==> config.mk <==
export PLATFORM = sky130hd
export DESIGN_NAME = lslr_ctrl
export DESIGN_NICKNAME = d
export VERILOG_FILES = /design/src/lslr_pkg.sv /design/src/lslr_ctrl.sv
export SDC_FILE = /design/constraint.sdc
export NUM_CORES = 1
export LEC_CHECK = 0
export BUFFER_PORTS_ARGS = -buffer_cell sky130_fd_sc_hd__buf_2
export CORE_MARGIN = 5
export CORE_UTILIZATION = 30
export DETAILED_ROUTE_END_ITERATION = 8
export GPL_ROUTABILITY_DRIVEN = 0
export PLACE_DENSITY = 0.54
export SYNTH_ARGS = -nofsm -noshare
export SYNTH_HDL_FRONTEND = slang
export SYNTH_SLANG_ARGS = --single-unit
==> constraint.sdc <==
create_clock -name clock -period 2.2 [get_ports clock]
set_input_delay 0.22 -clock clock [delete_from_list [all_inputs] [get_ports clock]]
set_output_delay 0.22 -clock clock [all_outputs]
set_load 0.02 [all_outputs]
==> src/lslr_pkg.sv <==
// Shared types and constants for the largest same-letter region block.
// Used by lslr_ctrl, lslr_dp, the top level and the checker; no dependencies.
package lslr_pkg;

   localparam int CFG_W        = 7;
   localparam int LETTER_W     = 8;
   localparam int SIZE_W       = 13;
   localparam int CSR_IDX_W    = 1;
   localparam int DEF_MAX_ROWS = 64;
   localparam int DEF_MAX_COLS = 64;

   localparam logic [CSR_IDX_W-1:0] CSR_GRID_ROWS = 1'd0;
   localparam logic [CSR_IDX_W-1:0] CSR_GRID_COLS = 1'd1;

   // Neighbor directions, visited in this order
   localparam logic [1:0] NB_UP    = 2'd0;
   localparam logic [1:0] NB_DOWN  = 2'd1;
   localparam logic [1:0] NB_LEFT  = 2'd2;
   localparam logic [1:0] NB_RIGHT = 2'd3;

   typedef enum logic [9:0] {
      S_LOAD     = 10'b00_0000_0001,
      S_CLEAR    = 10'b00_0000_0010,
      S_SEED     = 10'b00_0000_0100,
      S_SEED_CHK = 10'b00_0000_1000,
      S_POP      = 10'b00_0001_0000,
      S_CUR      = 10'b00_0010_0000,
      S_LET      = 10'b00_0100_0000,
      S_NB       = 10'b00_1000_0000,
      S_NB_CHK   = 10'b01_0000_0000,
      S_DONE     = 10'b10_0000_0000
   } state_type;

   typedef struct packed {
      logic load;
      logic clear_init;
      logic clear;
      logic seed_init;
      logic seed_read;
      logic seed_next;
      logic seed_take;
      logic region_end;
      logic pop;
      logic cur;
      logic letter_latch;
      logic nb_read;
      logic nb_check;
      logic nb_next;
      logic emit;
   } cmd_type;

   typedef struct packed {
      logic last_clear;
      logic seed_end;
      logic vis_hit;
      logic queue_empty;
      logic nb_valid;
      logic nb_last;
      logic rsp_busy;
   } status_type;

endpackage

==> src/lslr_ctrl.sv <==
// Sequencer for load, visited clear, seed scan and breadth-first walk.
// Depends on lslr_pkg; drives commands into lslr_dp and reads its status.
module lslr_ctrl (
   input  logic                 clock,
   input  logic                 reset,
   input  logic                 req_valid,
   output logic                 req_ready,
   input  logic                 req_last_cell,
   input  lslr_pkg::status_type status,
   output lslr_pkg::cmd_type    cmd
);

   lslr_pkg::state_type state_ff, state_in;

   always_comb begin
      state_in  = state_ff;
      cmd       = '0;
      req_ready = (state_ff == lslr_pkg::S_LOAD);
      case (state_ff)
         lslr_pkg::S_LOAD: begin
            if (req_valid) begin
               cmd.load = 1'b1;
               if (req_last_cell) begin
                  cmd.clear_init = 1'b1;
                  state_in       = lslr_pkg::S_CLEAR;
               end
            end
         end
         lslr_pkg::S_CLEAR: begin
            cmd.clear = 1'b1;
            if (status.last_clear) begin
               cmd.seed_init = 1'b1;
               state_in      = lslr_pkg::S_SEED;
            end
         end
         lslr_pkg::S_SEED: begin
            if (status.seed_end) begin
               state_in = lslr_pkg::S_DONE;
            end else begin
               cmd.seed_read = 1'b1;
               state_in      = lslr_pkg::S_SEED_CHK;
            end
         end
         lslr_pkg::S_SEED_CHK: begin
            if (status.vis_hit) begin
               cmd.seed_next = 1'b1;
               state_in      = lslr_pkg::S_SEED;
            end else begin
               cmd.seed_take = 1'b1;
               state_in      = lslr_pkg::S_POP;
            end
         end
         lslr_pkg::S_POP: begin
            if (status.queue_empty) begin
               cmd.region_end = 1'b1;
               cmd.seed_next  = 1'b1;
               state_in       = lslr_pkg::S_SEED;
            end else begin
               cmd.pop  = 1'b1;
               state_in = lslr_pkg::S_CUR;
            end
         end
         lslr_pkg::S_CUR: begin
            cmd.cur  = 1'b1;
            state_in = lslr_pkg::S_LET;
         end
         lslr_pkg::S_LET: begin
            cmd.letter_latch = 1'b1;
            state_in         = lslr_pkg::S_NB;
         end
         lslr_pkg::S_NB: begin
            if (status.nb_valid) begin
               cmd.nb_read = 1'b1;
               state_in    = lslr_pkg::S_NB_CHK;
            end else begin
               // skip a neighbor that falls off the grid edge
               cmd.nb_next = 1'b1;
               state_in    = status.nb_last ? lslr_pkg::S_POP : lslr_pkg::S_NB;
            end
         end
         lslr_pkg::S_NB_CHK: begin
            cmd.nb_check = 1'b1;
            cmd.nb_next  = 1'b1;
            state_in     = status.nb_last ? lslr_pkg::S_POP : lslr_pkg::S_NB;
         end
         lslr_pkg::S_DONE: begin
            // hold until the output register is free
            if (!status.rsp_busy) begin
               cmd.emit = 1'b1;
               state_in = lslr_pkg::S_LOAD;
            end
         end
         default: begin
            state_in = lslr_pkg::S_LOAD;
         end
      endcase
   end

   always_ff @(posedge clock) begin
      if (reset) begin
         state_ff <= lslr_pkg::S_LOAD;
      end else begin
         state_ff <= state_in;
      end
   end

endmodule

==> impl_metrics.py <==
metrics = {
    "run_status": {
        "outcome": "finished, final reports clean",
    },
    "floorplan": {
        "die_w_um": 58.6,
        "coreArea_um2": 2230,
        "pin_count": 27,
        "dieArea_um2": 3430,
        "start_util": 0.317,
        "die_h_um": 58.6,
        "rows": 17,
    },
    "drt": {
        "firstDrtPassIters": 4,
        "antenna_left": 0,
        "vias": 750,
        "drc": 0,
        "wirelength_um": 1940,
        "drtIter0Drc": 19,
        "routedWlPerCell_um": 13.2,
        "vias_per_cell": 5.10,
    },
    "flow_run": {
        "maxCapViolCount": 0,
    },
    "pwr": {
        "ir_drop_v": 0.000267,
        "power_density_nw_per_um2": 535,
        "power.leakage_uw": 0.000454,
    },
    "clock_tree": {
        "clk_pin_slew_ns": 0.07,
        "cts_hold_buffers": 0,
        "cts_max_level": 1,
        "cts_tree": "built",
        "cts_buffers": 3,
        "clockBufferDepth": 2,
        "cts_sinks": 10,
        "clk_latency_ns": 0.27,
        "cts-root-buf": "clkbuf_4",
    },
    "timing": {
        "fin_skew_ns": 0.000646,
        "post-route-min-period_ns": 2.11,
        "final.setup.tns_ns": 0,
        "finalSetupViolations": 0,
        "whs_ns": 0.142,
        "max_freq_mhz": 474,
        "min_period_over_period": 0.960,
        "drv_slew": 0,
        "relSlewSlack": 0.736,
        "rsz0062_at_grt": "yes",
        "hold_viol": 0,
        "tightest_slew_ns": 0.393,
    },
    "finish": {
        "largestRegisters": "state_ff (10)",
        "final_common_cell": "buf_2",
        "area_delta_synth_final_pct": 32.7,
        "drive_gt1_frac": 0.403,
        "largest_reg_flops": 10,
        "mostFrequentLayoutCells": "buf_2 (25), nor2_1 (15), dfxtp_1 (8)",
        "top_register": "state_ff",
        "n_antenna_cell": 0,
        "fin_nets": 131,
    },
    "synth": {
        "ys_ff_latch": 10,
        "synth_cell_types": 44,
        "ys.flop_type": "dfxtp_1",
        "syn_area_per_cell_um2": 7.87,
        "synthArstFlopShare": 0,
        "syn_nets": 101,
        "seq_area_frac_synth": 0.283,
        "synthCells": 90,
        "netlist_area_um2": 708,
        "synth_warnings": 0,
        "synth_edf_count": 0,
    },
    "worst_hold_path": {
        "hp-class": "input port to register",
    },
    "grt": {
        "grt_max_degree": 11,
        "grt_pass1_vias": 748,
        "grt_pass1_wl_um": 3150,
        "grt-ovfl-total": 0,
        "track_usage": 0.118,
        "antenna_found_initial": 0,
    },
    "critical_path": {
        "critical_path_peak_fanout": 8,
        "start_kind": "register",
        "crit_type": "register to output pin",
        "worstPathArrival_ns": 1.89,
        "critPathRequiredTime_ns": 1.98,
        "crit_path_end_kind": "output pin",
    },
    "placement": {
        "numPortBuffers": 26,
        "hpwl_um": 1500,
    },
}
cell families (layout without fill, tap and decap cells):
logic type,Yosys count,after routing,share of synthesized area
XOR/XNOR,2,2,0.0247
flip-flops,10,10,0.283
buffers and inverters,7,36,0.0406
multiplexers,1,1,0.0141
AND/OR/NAND/NOR,54,54,0.461
AO/OA/AOI/OAI,16,16,0.177
power by group:
group          internal [uW]  switching (uW)  leakage [uW]
registers                187            9.62     0.0000820
logic                   61.9            76.7      0.000351
clock network            101            66.8     0.0000210
total                    349             153      0.000454
layer usage:
| metal | up-vias | wire (um) | track usage |
|---|---|---|---|
| met5 | - | 0 | 0 |
| met4 | 0 | 16 | 0.0388 |
| met3 | 2 | 177 | 0.0373 |
| met2 | 31 | 870 | 0.198 |
| met1 | 331 | 877 | 0.143 |
| li1 | 386 | - | - |
critical path, cell delays in order, from the launching register on:
cell     delay [ns]
dfxtp_2        0.36
or4_4          0.56
nor4_4         0.18
and3_4         0.24
a32o_2         0.14
buf_4          0.14
Yosys cell counts, types with 3 or more instances:
library cell,count,share of area
nand2b_1,3,0.027
inv_1,4,0.021
a21oi_1,3,0.021
nor3_1,4,0.028
dfxtp_1,10,0.28
nand2_1,4,0.021
and3_1,3,0.027
nor2_1,15,0.079
nor2b_1,3,0.027
area by class of cell:
type / count / area [um2]
sequential: 10 / 203
timing repair buffer: 28 / 148
fill: 236 / 1290
clock buffer: 4 / 36.3
inverter: 4 / 15.0
multi-input combinational: 73 / 503
tap: 28 / 35.0
path summary, 6_finish.rpt:
check | startpoint | end | slack (ns) | cells past startpoint
setup / recovery | state_ff[8] | cmd[9] | 0.09 | 5
hold / removal | status[5] | state_ff[3] | 0.14 | 2
setup reg to reg | state_ff[8] | state_ff[2] | 0.55 | 5
hold reg to reg | state_ff[4] | state_ff[5] | 0.56 | 2
metrics by stage:
| step | cell area (um2) | setup WS, ns | std cells | utilization | total power, uW |
|---|---|---|---|---|---|
| 3_3_place_gp | 875 | 0.256 | 143 | 0.392 | 338 |
| 3_5_place_dp | 875 | 0.187 | 143 | 0.392 | 338 |
| 4_1_cts | 917 | 0.0247 | 147 | 0.411 | 509 |
| 2_1_floorplan | 708 | 0.109 | 90 | - | 295 |
| 5_1_grt | 940 | -0.0129 | 147 | 0.421 | 533 |
| 6_report | 940 | 0.0886 | 147 | 0.421 | 502 |
what timing repair did:
item | CTS | global route
buffers inserted | 0 | 0
setup endpoints to repair | 5 | 7
resized for setup | 1 | 6
Power figures use the tool's default switching activity.
